## config.mk

```make
export PLATFORM = sky130hd
export DESIGN_NAME = hlm_lift
export DESIGN_NICKNAME = d
export VERILOG_FILES = /design/src/hw/rtl/hlm_pkg.sv /design/src/hw/rtl/hlm_lift.sv
export SDC_FILE = /design/constraint.sdc
export NUM_CORES = 1
export LEC_CHECK = 0
export BUFFER_PORTS_ARGS = -buffer_cell sky130_fd_sc_hd__buf_2
export CORE_MARGIN = 2
export CORE_UTILIZATION = 40
export CTS_BUF_LIST = sky130_fd_sc_hd__clkbuf_8
export DETAILED_ROUTE_END_ITERATION = 10
export HOLD_SLACK_MARGIN = 0.1
export PLACE_DENSITY_LB_ADDON = 0.2
export RECOVER_POWER = 50
export SYNTH_ARGS = -nofsm -noshare
export SYNTH_HDL_FRONTEND = slang
export SYNTH_SLANG_ARGS = --single-unit
```

## constraint.sdc

```tcl
create_clock -name clk -period 9.05 [get_ports clk]
set_clock_uncertainty 0.2 [all_clocks]
set_input_delay 1.3575 -clock clk [delete_from_list [all_inputs] [get_ports clk]]
set_output_delay 1.3575 -clock clk [all_outputs]
set_load 0.005 [all_outputs]
```

## src/hw/rtl/hlm_pkg.sv

```systemverilog
`timescale 1ns / 1ps

package hlm_pkg;

    localparam int DEF_MAX_WIDTH   = 64;
    localparam int DEF_MAX_HEIGHT  = 64;
    localparam int DEF_SAMPLE_BITS = 32;

    // log2 sizes and line indexes, sized for the largest supported tile
    localparam int LOG_BITS      = 4;
    localparam int JOB_LINE_BITS = 10;

    localparam logic [1:0] CMD_WRITE = 2'd0;
    localparam logic [1:0] CMD_RUN   = 2'd1;
    localparam logic [1:0] CMD_READ  = 2'd2;
    localparam logic [1:0] CMD_NOP   = 2'd3;

    localparam logic KIND_READ = 1'b0;
    localparam logic KIND_DONE = 1'b1;

    localparam logic [1:0] CFG_WIDTH_LOG2  = 2'd0;
    localparam logic [1:0] CFG_HEIGHT_LOG2 = 2'd1;
    localparam logic [1:0] CFG_INVERSE     = 2'd2;
    localparam logic [1:0] CFG_SUBTILE     = 2'd3;

    typedef struct packed {
        logic                     valid;
        logic                     col_line;
        logic [JOB_LINE_BITS-1:0] line;
        logic [LOG_BITS-1:0]      nlog;
    } job_t;

endpackage

```

## src/hw/rtl/hlm_lift.sv

```systemverilog
`timescale 1ns / 1ps

module hlm_lift #(
    parameter int SAMPLE_BITS = hlm_pkg::DEF_SAMPLE_BITS
) (
    input  logic                          clk,
    input  logic                          inv,
    input  logic                          s1_en,
    input  logic                          s2_en,
    input  logic signed [SAMPLE_BITS-1:0] x0,
    input  logic signed [SAMPLE_BITS-1:0] x1,
    output logic signed [SAMPLE_BITS-1:0] y0,
    output logic signed [SAMPLE_BITS-1:0] y1
);
    import hlm_pkg::*;

    localparam int W = SAMPLE_BITS + 3;
    localparam logic signed [W-1:0] I64_MAX = W'($signed(64'h7FFF_FFFF_FFFF_FFFF));
    localparam logic signed [W-1:0] I64_MIN = W'($signed(64'h8000_0000_0000_0000));
    localparam logic signed [W-1:0] S_MAX =
        $signed(W'((W'(1) << (SAMPLE_BITS - 1)) - W'(1)));
    localparam logic signed [W-1:0] S_MIN = ~S_MAX;

    function automatic logic signed [W-1:0] sat_wide(input logic signed [W-1:0] x);
        logic signed [W-1:0] r;
        r = x;
        if (W > 64)
        begin
            if (x > I64_MAX)
                r = I64_MAX;
            else if (x < I64_MIN)
                r = I64_MIN;
        end
        return r;
    endfunction

    function automatic logic signed [SAMPLE_BITS-1:0] clamp_s(input logic signed [W-1:0] x);
        logic signed [W-1:0] r;
        r = x;
        if (x > S_MAX)
            r = S_MAX;
        else if (x < S_MIN)
            r = S_MIN;
        return r[SAMPLE_BITS-1:0];
    endfunction

    logic signed [W-1:0] xa;
    logic signed [W-1:0] xb;
    logic signed [W-1:0] hh;
    logic signed [W-1:0] d_next;
    logic signed [W-1:0] d_reg;
    logic signed [W-1:0] a_reg;
    logic signed [W-1:0] even;
    logic signed [SAMPLE_BITS-1:0] y0_next;
    logic signed [SAMPLE_BITS-1:0] y1_next;
    logic signed [SAMPLE_BITS-1:0] y0_reg;
    logic signed [SAMPLE_BITS-1:0] y1_reg;

    // stage 1: difference (forward) or doubled negated high (inverse)
    always_comb
    begin
        xa = W'(x0);
        xb = W'(x1);
        hh = sat_wide(xb + xb);
        if (inv)
            d_next = sat_wide(-hh);
        else
            d_next = sat_wide(xb - xa);
    end

    // stage 2: low/high or even/odd
    always_comb
    begin
        even = sat_wide(a_reg - (d_reg >>> 1));
        if (inv)
        begin
            y0_next = clamp_s(even);
            y1_next = clamp_s(sat_wide(d_reg + even));
        end
        else
        begin
            y0_next = clamp_s(sat_wide(a_reg + (d_reg >>> 1)));
            y1_next = clamp_s(sat_wide(-d_reg) >>> 1);
        end
    end

    always_ff @(posedge clk)
    begin
        if (s1_en)
        begin
            d_reg <= d_next;
            a_reg <= xa;
        end
        if (s2_en)
        begin
            y0_reg <= y0_next;
            y1_reg <= y1_next;
        end
    end

    assign y0 = y0_reg;
    assign y1 = y1_reg;

endmodule

```

Word-level counts from Yosys, hierarchy flattened
Cells that the tools add are included.
W data, S select, Z words.
{"block": "totals", "register_bits": 131, "in_bits": 68, "out_inout_bits": 64, "elab_cells": 30}
{"block": "op_classes", "n_addsub": 7, "magnitude_cmp": 8, "n_mux": 11}
{"operator": "$mux W32", "count": 10}
{"operator": "$gt A35 B32 Y1 const B", "count": 3}
{"operator": "$lt A35 B32 Y1 const B", "count": 3}
{"operator": "$add A32 B34 Y35", "count": 1}
{"operator": "$add A35 B35 Y35", "count": 1}
{"operator": "$mux W35", "count": 1}
{"operator": "$neg A33 Y35", "count": 1}
{"operator": "$neg A35 Y35", "count": 1}
{"operator": "$sub A32 B34 Y35", "count": 1}
{"operator": "$gt A34 B32 Y1 const B", "count": 1}
{"operator": "$lt A34 B32 Y1 const B", "count": 1}
{"operator": "$add A32 B32 Y33", "count": 1}
{"operator": "$sub A32 B32 Y33", "count": 1}

Depth between registers and ports, before layout
{"block": "depth", "ltp_word": 6, "depth_mapped": 23, "mapped_depth_nobuf": 22}

Worst setup path before layout
Ideal clock, no wire load.
{"block": "synth_timing", "path_kind": "reg2reg", "startpoint": "register d_reg[1]", "endpoint": "register y1_reg[21] (netlist: y1[21]), data pin", "setup_time_ps": 271, "t_arrival_ps": 4806, "required_ps": 8579, "setup_slack_ps": 3772, "stages_incl_launch_ff": 22, "n_path_buf": 1, "period_less_slack_ps": 5278, "path_cell_list": "edfxtp_1 -> ha_1 -> fa_1 -> nand2b_1 -> a21oi_1 -> o22ai_1 -> o31a_1 -> o211ai_1 -> a21oi_1 -> xnor2_1 -> ha_1 -> and3_1 -> and4_1 -> nand3_1 -> a21oi_1 -> o211a_1 -> a21oi_1 -> o21ba_2 -> xnor2_1 -> o41ai_2 -> clkbuf_1 -> o22ai_1"}
{"block": "synth_via", "elab_chain_len": 6, "elab_cells_between_ends": 12, "classes_between": "add/sub (3); order compare (4); mux (5)"}
{"item": "start, declared", "line_no": "hlm_lift.sv:51", "rtl": "logic signed [W-1:0] d_reg;"}
{"item": "start signal, assigned", "line_no": "hlm_lift.sv:91", "rtl": "d_reg <= d_next;"}
{"item": "$sub A32 B34 Y35", "line_no": "hlm_lift.sv:74", "rtl": "even = sat_wide(a_reg - (d_reg >>> 1));"}
{"item": "$add A35 B35 Y35", "line_no": "hlm_lift.sv:78", "rtl": "y1_next = clamp_s(sat_wide(d_reg + even));"}
{"item": "$lt A35 B32 Y1", "line_no": "hlm_lift.sv:42", "rtl": "else if (x < S_MIN)"}
{"item": "$mux W32", "line_no": "hlm_lift.sv:42"}
{"item": "$mux W32", "line_no": "hlm_lift.sv:40", "rtl": "if (x > S_MAX)"}
{"item": "$mux W32 *", "line_no": "hlm_lift.sv:75", "rtl": "if (inv)"}
{"item": "via y1_next[21]", "line_no": "hlm_lift.sv:55", "rtl": "logic signed [SAMPLE_BITS-1:0] y1_next;"}
{"item": "end signal, assigned", "line_no": "hlm_lift.sv:97", "rtl": "y1_reg <= y1_next;"}
{"item": "end, declared", "line_no": "hlm_lift.sv:57", "rtl": "logic signed [SAMPLE_BITS-1:0] y1_reg;"}
Mark *: on every way through the listed nets, which the timed path passes. The rest lies on a longest branch.
A chain may end at the register's enable or synchronous reset.

Worst setup path after layout
{"block": "layout_timing", "startpoint": "register d_reg[2]", "endpoint": "register y1_reg[13] (netlist: y1[13]), data pin"}
The elaborated chain is that of the path after synthesis.

==> impl_metrics.py <==
metrics = {
    "final_layout": {
        "stdcell_area_um2": 15400,
        "largest_reg_flops": 35,
        "nNetsFinal": 1972,
        "nFillCells": 3531,
        "layout-area-overhead-vs-synth_pct": 9.65,
        "num_antenna_cells": 0,
        "drive_above_1_share_pct": 9.97,
    },
    "synth": {
        "synthArstFlopShare_pct": 0,
        "syn_area_um2": 14100,
        "synth-seq-cells": 131,
        "syn_nets": 1881,
        "synth_edf_count": 131,
        "syn-instance-count": 1672,
        "synth_top_area_share_pct": 28.0,
        "ys_seq_area_share_pct": 28.0,
        "synthTopCellsByArea": "edfxtp_1 (28%), ha_1 (12%), a21oi_1 (7.6%), xnor2_1 (7.5%), o21ai_0 (3.2%)",
        "yosysWarnings": 0,
        "ys.flop_type": "edfxtp_1",
        "ys_types": 80,
        "syn_area_per_cell_um2": 8.41,
        "synth_area_leader_cell": "edfxtp_1",
    },
    "placed_design": {
        "routabilityCongestion": 0.964,
        "place_area_um2": 15100,
        "place_ws_ns": 2.96,
        "port-buffer-count": 131,
        "place_hpwl_um": 34600,
    },
    "timing": {
        "worstMarginPinSlew_ns": 3.44,
        "fin_crit_sh_pct": 69.1,
        "setup_viol": 0,
        "max_slew_margin_pct": -129,
        "rsz0062_at_grt": "false",
        "tns_ns": 0,
        "fin_ws_ns": 2.80,
        "drv_slew": 196,
        "clock.fmax_mhz": 160,
        "hold_viol_final": 0,
        "min_period_ns": 6.25,
    },
    "status": {
        "violations": "capacitance limit, slew limit",
        "status": "finished with violations",
    },
    "drt": {
        "drc": 0,
        "drt_iter0_markers": 1338,
        "detail_route.wl_per_cell_um": 19.1,
        "vias": 12800,
        "ant_nets": 0,
        "first_pass_iters": 5,
        "wl_um": 42600,
        "post_drt_via_cell_ratio": 5.76,
    },
    "clocking": {
        "cts_hold_buffers": 0,
        "cts_root_buf": "clkbuf_8",
        "clock_latency_ns": 0.47,
        "numCtsBuffers": 17,
        "cts_resized": 0,
        "clk_pin_slew_ns": 0.08,
        "postCtsSetupRepairBufs": 0,
        "h-tree-depth": 4,
        "cts_tree": "yes",
        "clock_sinks": 131,
        "clockBufferDepth": 2,
    },
    "grt": {
        "grt_pass1_wl_um": 66200,
        "grtUsageTotal_pct": 23.2,
        "grt_max_degree": 68,
        "grt_pass1_vias": 11900,
        "grt-ovfl-total": 0,
        "antenna_found_initial": 0,
    },
    "power_and_ir_drop": {
        "swShare_pct": 45.1,
        "p_int_w": 0.00206,
        "p_seq_share_pct": 26.0,
        "p_clk_share_pct": 13.4,
        "vdd_drop_max_v": 0.000188,
        "combPwrFrac_pct": 60.6,
        "p_leak_nw": 6.26,
        "power.net_switching_w": 0.00170,
        "p_per_area_nw_per_um2": 244,
    },
    "worst_setup_path": {
        "worstPathArrival_ns": 6.26,
        "crit_fanout": 31,
        "end_kind": "register",
        "worstSetupPathType": "reg -> reg",
        "cp.required_ns": 9.06,
        "crit_path_start_kind": "register",
    },
    "floorplanning": {
        "design.core.area_um2": 34500,
        "rows": 68,
        "num_io_pins": 132,
        "initial_core_util_pct": 40.7,
        "dieArea_um2": 36700,
        "die_height_um": 191,
        "fp.dieW_um": 191,
    },
    "hold_path": {
        "hold_class": "reg -> reg",
    },
    "flow_run": {
        "max_cap_viol_count": 3,
    },
}
[layout by cell type (no fill, tap or decap), types with 7 or more instances in the layout]
cell type,netlist,final
buf_4,1,7
and3_1,14,14
clkbuf_1,46,33
nor2_1,105,105
or2_2,14,14
xnor2_1,121,121
a21oi_1,213,213
a211oi_1,16,16
a31oi_1,27,26
nor2b_1,15,15
clkbuf_8,0,17
or3_1,26,26
nand2_1,77,77
nor3_1,44,44
nand4_1,12,12
a21o_1,50,50
ha_1,137,137
o31ai_1,18,18
xor2_1,41,41
nor4_1,15,15
nand3_1,45,45
nand2b_1,56,56
o21a_1,15,15
edfxtp_1,131,131
and2_1,9,9
o22ai_1,32,32
inv_1,115,117
buf_2,19,101
o21ai_0,90,90
o211ai_1,13,13
o31a_1,9,9
o21bai_1,17,17
or4_1,11,11
[power by group through the flow]
| stage | clock [W] | sequential (W) | combinational, W |
|---|---|---|---|
| after floorplan | 0 | 0.000977 | 0.00161 |
| after global placement | 0 | 0.000989 | 0.00225 |
| after detailed placement | 0 | 0.000989 | 0.00224 |
| after CTS | 0.000524 | 0.000976 | 0.00225 |
| after global routing | 0.000546 | 0.000996 | 0.00250 |
| final | 0.000504 | 0.000978 | 0.00228 |
[metrics by stage]
step	power, W	utilization, %	hold slack (ns)	std cells
2_1_floorplan	0.00258	-	0.571	1672
3_3_place_gp	0.00323	43.7	0.771	2199
3_5_place_dp	0.00323	43.7	0.779	2199
4_1_cts	0.00375	44.8	0.798	2230
5_1_grt	0.00405	44.6	0.847	2230
6_report	0.00376	44.6	0.826	2230
[path summary, 6_finish.rpt]
| kind | from | end | slack (ns) | depth (start not counted) |
|---|---|---|---|---|
| setup / recovery | d_reg[2]$_DFFE_PP_ | y1[13]$_DFFE_PP_ | 2.80 | 22 |
| hold / removal | d_reg[0]$_DFFE_PP_ | y1[0]$_DFFE_PP_ | 0.83 | 3 |
| setup reg to reg | d_reg[2]$_DFFE_PP_ | y1[13]$_DFFE_PP_ | 2.80 | 22 |
| hold reg to reg | d_reg[0]$_DFFE_PP_ | y1[0]$_DFFE_PP_ | 0.83 | 3 |
[cell families (layout without fill, tap and decap cells)]
family                   count (synthesis)  count (layout)  share of synthesized area (%)
buffers and inverters                  186             289                           5.22
adder cells (fa/ha/maj)                141             141                           12.8
XOR/XNOR                               162             162                           10.1
flip-flops                             131             131                           28.0
multiplexers                             6               6                          0.445
AND/OR/NAND/NOR                        473             473                           17.8
AO/OA/AOI/OAI                          573             573                           25.7
[cells in the mapped netlist (all sizes together) (33+ instances only)]
| master | instances |
|---|---|
| ha | 137 |
| nor2 | 106 |
| edfxtp | 131 |
| a21o | 50 |
| a21oi | 214 |
| clkbuf | 46 |
| nor3 | 46 |
| xor2 | 41 |
| nand3 | 46 |
| nand2 | 77 |
| xnor2 | 121 |
| inv | 117 |
| nand2b | 56 |
| o21ai | 92 |
| o22ai | 33 |
[cell type report]
| class | count | area (µm²) | area share [%] |
|---|---|---|---|
| Clock buffer | 17 | 234 | 1.52 |
| Clock inverter | 14 | 148 | 0.958 |
| Inverter | 117 | 439 | 2.85 |
| Multi-Input combinational cell | 1355 | 9410 | 61.0 |
| Sequential cell | 131 | 3930 | 25.5 |
| Tap cell | 455 | 569 | 3.69 |
| Timing Repair Buffer | 141 | 682 | 4.42 |
[metal layers]
| layer | track usage (%) | vias up | share of wire (%) | routed length [µm] |
|---|---|---|---|---|
| li1 | - | 6366 | - | - |
| met4 | 6.78 | 0 | 2.2 | 929 |
| met2 | 33.8 | 478 | 41 | 17300 |
| met1 | 35.8 | 5950 | 52 | 22000 |
| met5 | 0 | - | 0 | 0 |
| met3 | 2.46 | 53 | 5.6 | 2400 |
[worst max-delay path, stage by stage (launching register included)]
cell and delay [ns]:
edfxtp_1 0.58, inv_1 0.16, ha_1 0.33, nor2b_1 0.14, o31a_1 0.28, o21ai_0 0.40, a211oi_1 0.21, o21ai_0 0.33
nand2_1 0.15, a21oi_1 0.18, xnor2_1 0.18, ha_1 0.33, a21oi_1 0.32, o21ai_0 0.17, a211oi_1 0.35, or2_2 0.18
a31oi_1 0.10, o22a_1 0.19, xnor2_1 0.23, mux2_2 0.40, o41ai_4 0.06, buf_4 0.35, o22ai_1 0.15
Power figures use the tool's default switching activity.
