## config.mk

```make
export PLATFORM = sky130hd
export DESIGN_NAME = hlm_sched
export DESIGN_NICKNAME = d
export VERILOG_FILES = /design/src/hw/rtl/hlm_pkg.sv /design/src/hw/rtl/hlm_sched.sv
export SDC_FILE = /design/constraint.sdc
export NUM_CORES = 1
export LEC_CHECK = 0
export BUFFER_PORTS_ARGS = -buffer_cell sky130_fd_sc_hd__buf_2
export CORE_MARGIN = 2
export CORE_UTILIZATION = 65
export CTS_BUF_LIST = sky130_fd_sc_hd__clkbuf_8
export DETAILED_ROUTE_END_ITERATION = 16
export GPL_TIMING_DRIVEN = 0
export PLACE_DENSITY = 0.93
export SYNTH_ARGS = -nofsm -noshare
export SYNTH_HDL_FRONTEND = slang
export SYNTH_SLANG_ARGS = --single-unit
export TNS_END_PERCENT = 5
```

## constraint.sdc

```tcl
create_clock -name clk -period 6 [get_ports clk]
set_input_delay 0.9 -clock clk [delete_from_list [all_inputs] [get_ports clk]]
set_output_delay 0.9 -clock clk [all_outputs]
set_load 0.005 [all_outputs]
```

## src/hw/rtl/hlm_pkg.sv

```systemverilog
`timescale 1ns / 1ps

package hlm_pkg;

    localparam int DEF_MAX_WIDTH   = 64;
    localparam int DEF_MAX_HEIGHT  = 64;
    localparam int DEF_SAMPLE_BITS = 32;

    // log2 sizes and line indexes, sized for the largest supported tile
    localparam int LOG_BITS      = 4;
    localparam int JOB_LINE_BITS = 10;

    localparam logic [1:0] CMD_WRITE = 2'd0;
    localparam logic [1:0] CMD_RUN   = 2'd1;
    localparam logic [1:0] CMD_READ  = 2'd2;
    localparam logic [1:0] CMD_NOP   = 2'd3;

    localparam logic KIND_READ = 1'b0;
    localparam logic KIND_DONE = 1'b1;

    localparam logic [1:0] CFG_WIDTH_LOG2  = 2'd0;
    localparam logic [1:0] CFG_HEIGHT_LOG2 = 2'd1;
    localparam logic [1:0] CFG_INVERSE     = 2'd2;
    localparam logic [1:0] CFG_SUBTILE     = 2'd3;

    typedef struct packed {
        logic                     valid;
        logic                     col_line;
        logic [JOB_LINE_BITS-1:0] line;
        logic [LOG_BITS-1:0]      nlog;
    } job_t;

endpackage

```

## src/hw/rtl/hlm_sched.sv

```systemverilog
`timescale 1ns / 1ps

module hlm_sched #(
    parameter int MAX_WIDTH  = hlm_pkg::DEF_MAX_WIDTH,
    parameter int MAX_HEIGHT = hlm_pkg::DEF_MAX_HEIGHT
) (
    input  logic              clk,
    input  logic              rst_n,
    input  logic              start,
    input  logic              inverse,
    input  logic              subtile,
    input  logic [2:0]        width_log2,
    input  logic [2:0]        height_log2,
    input  logic              advance,
    output hlm_pkg::job_t     job,
    output logic              done
);
    import hlm_pkg::*;

    localparam int LGW = $clog2(MAX_WIDTH);
    localparam int LGH = $clog2(MAX_HEIGHT);
    localparam logic [JOB_LINE_BITS:0] ONE = 1;

    typedef enum logic [3:0] {
        S_IDLE, S_F2C, S_F2R, S_F1R, S_F1C, S_I1R, S_I1C, S_I2R, S_I2C, S_DONE
    } phase_t;

    phase_t                   phase_reg;
    logic [LOG_BITS-1:0]      lw_reg;
    logic [LOG_BITS-1:0]      lh_reg;
    logic [LOG_BITS-1:0]      k_reg;
    logic [LOG_BITS-1:0]      lev_reg;
    logic [JOB_LINE_BITS-1:0] idx_reg;

    logic [LOG_BITS-1:0]      elw;
    logic [LOG_BITS-1:0]      elh;
    logic [LOG_BITS-1:0]      emin;
    logic [LOG_BITS-1:0]      levels;
    logic [JOB_LINE_BITS:0]   last_w;
    logic [JOB_LINE_BITS:0]   last_h;
    logic                     idx_last_w;
    logic                     idx_last_h;

    always_comb
    begin
        elw    = (width_log2 > LGW) ? LOG_BITS'(LGW) : LOG_BITS'(width_log2);
        elh    = (height_log2 > LGH) ? LOG_BITS'(LGH) : LOG_BITS'(height_log2);
        emin   = (elw < elh) ? elw : elh;
        levels = (emin != '0) ? emin - LOG_BITS'(1) : '0;
        last_w = (ONE << lw_reg) - ONE;
        last_h = (ONE << lh_reg) - ONE;
        idx_last_w = ({1'b0, idx_reg} == last_w);
        idx_last_h = ({1'b0, idx_reg} == last_h);
    end

    always_comb
    begin
        job.valid    = 1'b0;
        job.col_line = 1'b0;
        job.line     = idx_reg;
        job.nlog     = lw_reg;
        unique case (phase_reg)
            S_F2C:
            begin
                job.valid    = (lw_reg != '0) && (lh_reg != '0);
                job.col_line = 1'b1;
                job.nlog     = lh_reg;
            end
            S_F2R:
            begin
                job.valid = 1'b1;
            end
            S_F1R:
            begin
                job.valid = !subtile && (lw_reg != '0);
                job.line  = '0;
            end
            S_F1C:
            begin
                job.valid    = !subtile && (lh_reg != '0);
                job.col_line = 1'b1;
                job.line     = '0;
                job.nlog     = lh_reg;
            end
            S_I1R:
            begin
                job.valid = (k_reg < lw_reg);
                job.line  = '0;
                job.nlog  = k_reg;
            end
            S_I1C:
            begin
                job.valid    = (k_reg < lh_reg);
                job.col_line = 1'b1;
                job.line     = '0;
                job.nlog     = k_reg;
            end
            S_I2R:
            begin
                job.valid = 1'b1;
            end
            S_I2C:
            begin
                job.valid    = 1'b1;
                job.col_line = 1'b1;
                job.nlog     = lh_reg;
            end
            S_IDLE, S_DONE:
            begin
                job.valid = 1'b0;
            end
            default:
            begin
                job.valid = 1'b0;
            end
        endcase
    end

    assign done = (phase_reg == S_DONE);

    always_ff @(posedge clk or negedge rst_n)
    begin
        if (!rst_n)
        begin
            phase_reg <= S_IDLE;
            lw_reg    <= '0;
            lh_reg    <= '0;
            k_reg     <= '0;
            lev_reg   <= '0;
            idx_reg   <= '0;
        end
        else
        begin
            unique case (phase_reg)
                S_IDLE:
                begin
                    if (start)
                    begin
                        idx_reg <= '0;
                        k_reg   <= LOG_BITS'(1);
                        if (inverse)
                        begin
                            lw_reg    <= elw - levels;
                            lh_reg    <= elh - levels;
                            lev_reg   <= levels;
                            phase_reg <= subtile ? S_I2R : S_I1R;
                        end
                        else
                        begin
                            lw_reg    <= elw;
                            lh_reg    <= elh;
                            phase_reg <= S_F2C;
                        end
                    end
                end
                S_F2C:
                begin
                    if (!job.valid)
                        phase_reg <= S_F1R;
                    else if (advance)
                    begin
                        if (idx_last_w)
                        begin
                            idx_reg   <= '0;
                            phase_reg <= S_F2R;
                        end
                        else
                            idx_reg <= idx_reg + 1'b1;
                    end
                end
                S_F2R:
                begin
                    if (advance)
                    begin
                        if (idx_last_h)
                        begin
                            idx_reg   <= '0;
                            lw_reg    <= lw_reg - 1'b1;
                            lh_reg    <= lh_reg - 1'b1;
                            phase_reg <= S_F2C;
                        end
                        else
                            idx_reg <= idx_reg + 1'b1;
                    end
                end
                S_F1R:
                begin
                    if (!job.valid)
                        phase_reg <= S_F1C;
                    else if (advance)
                        lw_reg <= lw_reg - 1'b1;
                end
                S_F1C:
                begin
                    if (!job.valid)
                        phase_reg <= S_DONE;
                    else if (advance)
                        lh_reg <= lh_reg - 1'b1;
                end
                S_I1R:
                begin
                    if (!job.valid)
                    begin
                        k_reg     <= LOG_BITS'(1);
                        phase_reg <= S_I1C;
                    end
                    else if (advance)
                        k_reg <= k_reg + 1'b1;
                end
                S_I1C:
                begin
                    if (!job.valid)
                        phase_reg <= S_I2R;
                    else if (advance)
                        k_reg <= k_reg + 1'b1;
                end
                S_I2R:
                begin
                    if (advance)
                    begin
                        if (idx_last_h)
                        begin
                            idx_reg   <= '0;
                            phase_reg <= S_I2C;
                        end
                        else
                            idx_reg <= idx_reg + 1'b1;
                    end
                end
                S_I2C:
                begin
                    if (advance)
                    begin
                        if (idx_last_w)
                        begin
                            idx_reg <= '0;
                            if (lev_reg == '0)
                                phase_reg <= S_DONE;
                            else
                            begin
                                lev_reg   <= lev_reg - 1'b1;
                                lw_reg    <= lw_reg + 1'b1;
                                lh_reg    <= lh_reg + 1'b1;
                                phase_reg <= S_I2R;
                            end
                        end
                        else
                            idx_reg <= idx_reg + 1'b1;
                    end
                end
                S_DONE:
                begin
                    phase_reg <= S_IDLE;
                end
                default:
                begin
                    phase_reg <= S_IDLE;
                end
            endcase
        end
    end

endmodule

```

Word level (Yosys, flattened, before mapping) --
Cells that the tools add are included.
Cells by class: add/sub/neg operators 12, magnitude comparators 5, eq/ne operators 33, shifts and indexed selects 2, multiplexer cells 64, reduce and logical (&&, ||, !) cells 26
Operator list (count):
- $mux 4 | 43
- $mux 10 | 7
- $pmux 10 s4 | 1
- $ne 2x2->1 const B | 19
- $pmux 4 s9 | 1
- $pmux 4 s4 | 2
- $reduce_bool 4->1 | 6
- $eq 10x11->1 | 2
- $shl 1x4->11 const A | 2
- $sub 11x1->11 const B | 2
- $reduce_and 9->1 | 2
- $eq 4x3->1 const B | 4
- $pmux 4 s2 | 2
- $reduce_and 13->1 | 1
- $add 4x1->4 const B | 3
- $mux 3 | 4
- $pmux 4 s3 | 1
- $sub 4x1->4 const B | 3
- $add 10x1->10 const B | 1
- $eq 4x2->1 const B | 2
- $eq 4x4->1 const B | 2
- $logic_not 4->1 | 2
- $lt 4x4->1 | 2
- $reduce_or 4->1 | 2
- other kinds (19) | 26
Word-level totals: bits in registers 30, input port bits 12, word-level logic and storage cells 148

Depth between registers and ports, before layout --
depth in word-level cells 10, mapped depth 14, gate-level depth less buffers 13

Worst setup path before layout --
No wires, ideal clock.
path kind input to register, start input width_log2[2], end register lh_reg[3], library setup time 0.082 ns, data arrival time 3.223 ns, required time 5.918 ns, path slack 2.695 ns, stages on the path 13, path buffers 1, path through clkbuf_1 ha_1 a21boi_0 o21a_1 o22ai_1 mux2i_1 inv_1 ha_1 nor2b_1 o21ai_0 and3b_1 o22ai_1 a31oi_1
On the way: longest elaborated chain between the ends 10
RTL lines:
- start, declared | RTL line hlm_sched.sv:12 | input logic [2:0] width_log2,
- $gt 3x3->1 | RTL line hlm_sched.sv:46 | elw = (width_log2 > LGW) ? LOG_BITS'(LGW) : LOG_BITS'(width_log2);
- $mux 3 * | RTL line hlm_sched.sv:46
- $lt 3x3->1 | RTL line hlm_sched.sv:48 | emin = (elw < elh) ? elw : elh;
- $mux 3 * | RTL line hlm_sched.sv:48
- $sub 3x1->4 or $reduce_bool 4->1 (tied branches) | RTL line hlm_sched.sv:49 | levels = (emin != '0) ? emin - LOG_BITS'(1) : '0;
- $mux 4 * | RTL line hlm_sched.sv:49
- $sub 3x4->4 * | RTL line hlm_sched.sv:144 | lh_reg <= elh - levels;
- $mux 4 * | RTL line hlm_sched.sv:141 | if (inverse)
- $mux 4 * | RTL line hlm_sched.sv:137 | if (start)
- $pmux 4 s4 * | RTL line hlm_sched.sv:134 | unique case (phase_reg)
- end signal, assigned | RTL line hlm_sched.sv:144
- end signal, assigned | RTL line hlm_sched.sv:151 | lh_reg <= elh;
- end signal, assigned | RTL line hlm_sched.sv:179 | lh_reg <= lh_reg - 1'b1;
- end, declared | RTL line hlm_sched.sv:30 | logic [LOG_BITS-1:0] lh_reg;
Every way passes the cells marked *; elsewhere a longest branch is shown, timed or not. The select of a mux whose other input is x is not followed. A chain may end at the register's enable or synchronous reset.

==> results.py <==
metrics = {
    "clock_network": {
        "clock-root-buffer": "clkbuf_8",
        "htree_levels": 2,
        "post_cts_buffers": 0,
        "cts_tree": "built",
        "clk_pin_slew_ns": 0.07,
        "post_cts_resized": 0,
        "postCtsHoldBufs": 0,
        "cts_inserted_buffers": 5,
        "clkLatencyLatePin_ns": 0.30,
        "cts_sinks": 30,
        "cts_buffer_depth": 2,
    },
    "synth": {
        "synth_area_leaders": "dfrtp_1, ha_1, nand2_1",
        "yosysMostFrequentCell": "nand2_1",
        "netlist_top_cells_count": "nand2_1, nor2_1, o21ai_0",
        "seq_area_frac_synth_pct": 19.4,
        "ys_types": 82,
        "ys_warn_count": 0,
        "synth-async-reset-ratio_pct": 100,
        "synth_nets": 543,
        "yosysTopAreaCellShare_pct": 19.4,
        "synth_edf_count": 0,
        "avgSynthCellArea_sq_um": 7.67,
        "syn-cell-area_sq_um": 3870,
        "ys_ff_latch": 30,
        "synth_top_flop_cell": "dfrtp_1",
        "synth_top_area_cell": "dfrtp_1",
        "syn-instance-count": 504,
    },
    "hold_path": {
        "hp-start": "lev_reg[3]$_DFFE_PN0P_",
        "hold-path-endpoint": "lev_reg[3]$_DFFE_PN0P_",
        "min_path_cells": 2,
        "min_path_type": "register to register",
    },
    "final_layout": {
        "fin_nets": 578,
        "syn2layout_area_growth_pct": 8.41,
        "final_util_pct": 71.7,
        "antenna_cells": 0,
        "drive_above_1_share_pct": 14.6,
        "largest_register_ffs": 10,
    },
    "status": {
        "outcome": "complete, no violations",
    },
    "drt": {
        "wl_per_cell_um": 18.5,
        "ant_nets": 0,
        "drc": 0,
        "drtPass1Iterations": 5,
        "dr_total_vias": 4155,
        "drt_wl_total_um": 11400,
        "vias_per_cell": 6.76,
        "drtIter0Drc": 338,
    },
    "worst_setup_path": {
        "r2r_setup_slack_ns": 2.30,
        "reg2reg_depth": 14,
        "crit_fanout": 10,
        "end_kind": "output pin",
        "required_ns": 5.10,
        "regToRegEndpoint": "idx_reg[0]$_DFFE_PN0P_",
        "arrival_ns": 2.81,
        "cp-start-kind": "register",
        "worstSetupPathType": "register to output pin",
        "regToRegStartpoint": "lw_reg[1]$_DFFE_PN0P_",
        "crit_path_start": "lh_reg[1]$_DFFE_PN0P_",
    },
    "global_routing": {
        "grt-ovfl-total": 0,
        "grt_pass1_vias": 3858,
        "grt_max_degree": 31,
        "grt_pass1_wl_um": 17700,
        "antenna_found_initial": 0,
        "grt.total_usage_pct": 34.9,
    },
    "pwr": {
        "power_density_nw_per_um2": 554,
        "finalPower_mw": 2.32,
        "ir_drop_uv": 334,
        "p_leak_nw": 1.83,
    },
    "floorplan": {
        "die_x_um": 81.1,
        "start_util_pct": 66.1,
        "fp.coreArea_sq_um": 5850,
        "die_y_um": 81.1,
        "io_pins": 29,
        "num_rows": 28,
        "dieArea_sq_um": 6580,
    },
    "sta": {
        "drv_slew": 0,
        "post-route-period-util_pct": 61.8,
        "setup_viol": 0,
        "worst_pin_slew_ns": 0.981,
        "setup_slack_ns": 2.29,
        "fin_worst_skew_ns": 0.00858,
        "slew_headroom_pct": 34.2,
        "rsz0062_at_grt": "no",
        "finalSetupTns_ns": 0,
        "fmax_ghz": 0.270,
        "period_minus_slack_ns": 3.71,
        "finalHoldViolCount": 0,
    },
    "placed_design": {
        "dp_hpwl_um": 8560,
        "port_buffers": 28,
        "dp_slack_ns": 2.10,
        "routabilityCongestion": 1.02,
    },
    "flow_run": {
        "drv_cap": 0,
    },
}
## cells by family after synthesis
kind of cell	Yosys count	share of synthesized area, %
adders and majority gates	27	9.51
DFF	30	19.4
xor gates and xnor gates	17	3.85
and+or+nand+nor	188	25.7
buffers and inverters	64	7.28
AOI/OAI and AO/OA	162	30.0
muxes	16	4.30
## report_power, final
group	switching (mW)	internal [mW]	total [mW]
sequential	0.0998	0.276	0.376
clock	0.0858	0.0908	0.177
combinational	1.09	0.680	1.77
total	1.28	1.05	2.32
## worst max path at each step
| stage | endpoint | slack (ns) | cells past startpoint |
|---|---|---|---|
| detailed placement | lw_reg[3]$_DFFE_PN0P_ | 2.10 | 14 |
| finish | job[15] | 2.29 | 9 |
| global placement | lw_reg[3]$_DFFE_PN0P_ | 2.17 | 14 |
| global route | idx_reg[0]$_DFFE_PN0P_ | 2.10 | 14 |
| floorplan | lh_reg[3]$_DFFE_PN0P_ | 2.70 | 13 |
| CTS | job[15] | 2.37 | 9 |
## per-stage QoR
| step | instance area (sq um) | hold slack (ns) | instances |
|---|---|---|---|
| finish | 4190 | 0.566 | 615 |
| detailed placement | 4100 | 0.543 | 607 |
| global route | 4190 | 0.582 | 615 |
| CTS | 4190 | 0.558 | 615 |
| global placement | 4100 | 0.534 | 607 |
| floorplan | 3870 | 0.506 | 504 |
## placed cells by master (no fill, tap or decap), drive strengths merged, types with 5 or more instances in the layout
cell and instances:
a21o 5, nand4 5, or3 7, a22o 7, nor2 41, nand2 55
o21bai 8, o21ai 39, buf 46, xnor2 15, clkbuf 25, a31oi 8
a211oi 7, o22ai 7, dfrtp 30, ha 23, a22oi 9, mux2 5
and3 6, nand3 11, o31ai 5, a21boi 5, nand2b 13, inv 28
a21oi 32, mux2i 11, nor2b 17, nor3 9
## critical path, cell delays in order, from the launching register on
cell	delay [ns]
dfrtp_1	0.50
buf_2	0.30
inv_1	0.18
ha_1	0.32
a211oi_1	0.07
o2111ai_1	0.38
nand2_1	0.16
nor3_4	0.37
inv_2	0.10
buf_2	0.14
## metal layers
layer	track usage (%)	wire length [um]	up-vias
met5	0	0	-
met4	18.1	481	0
met1	41.4	4490	1954
li1	-	-	1908
met2	58.8	5420	241
met3	8.11	985	52
## layout make-up
class,instances,area (sq um)
buffer,37,180
tap,75,93.8
fill,484,1660
clock buffer,6,82.6
sequential,30,751
multi-input combinational,410,2840
timing repair buffer,28,140
inverter,27,101
clock inverter,2,8.76
(Power assumes the default switching activity.)
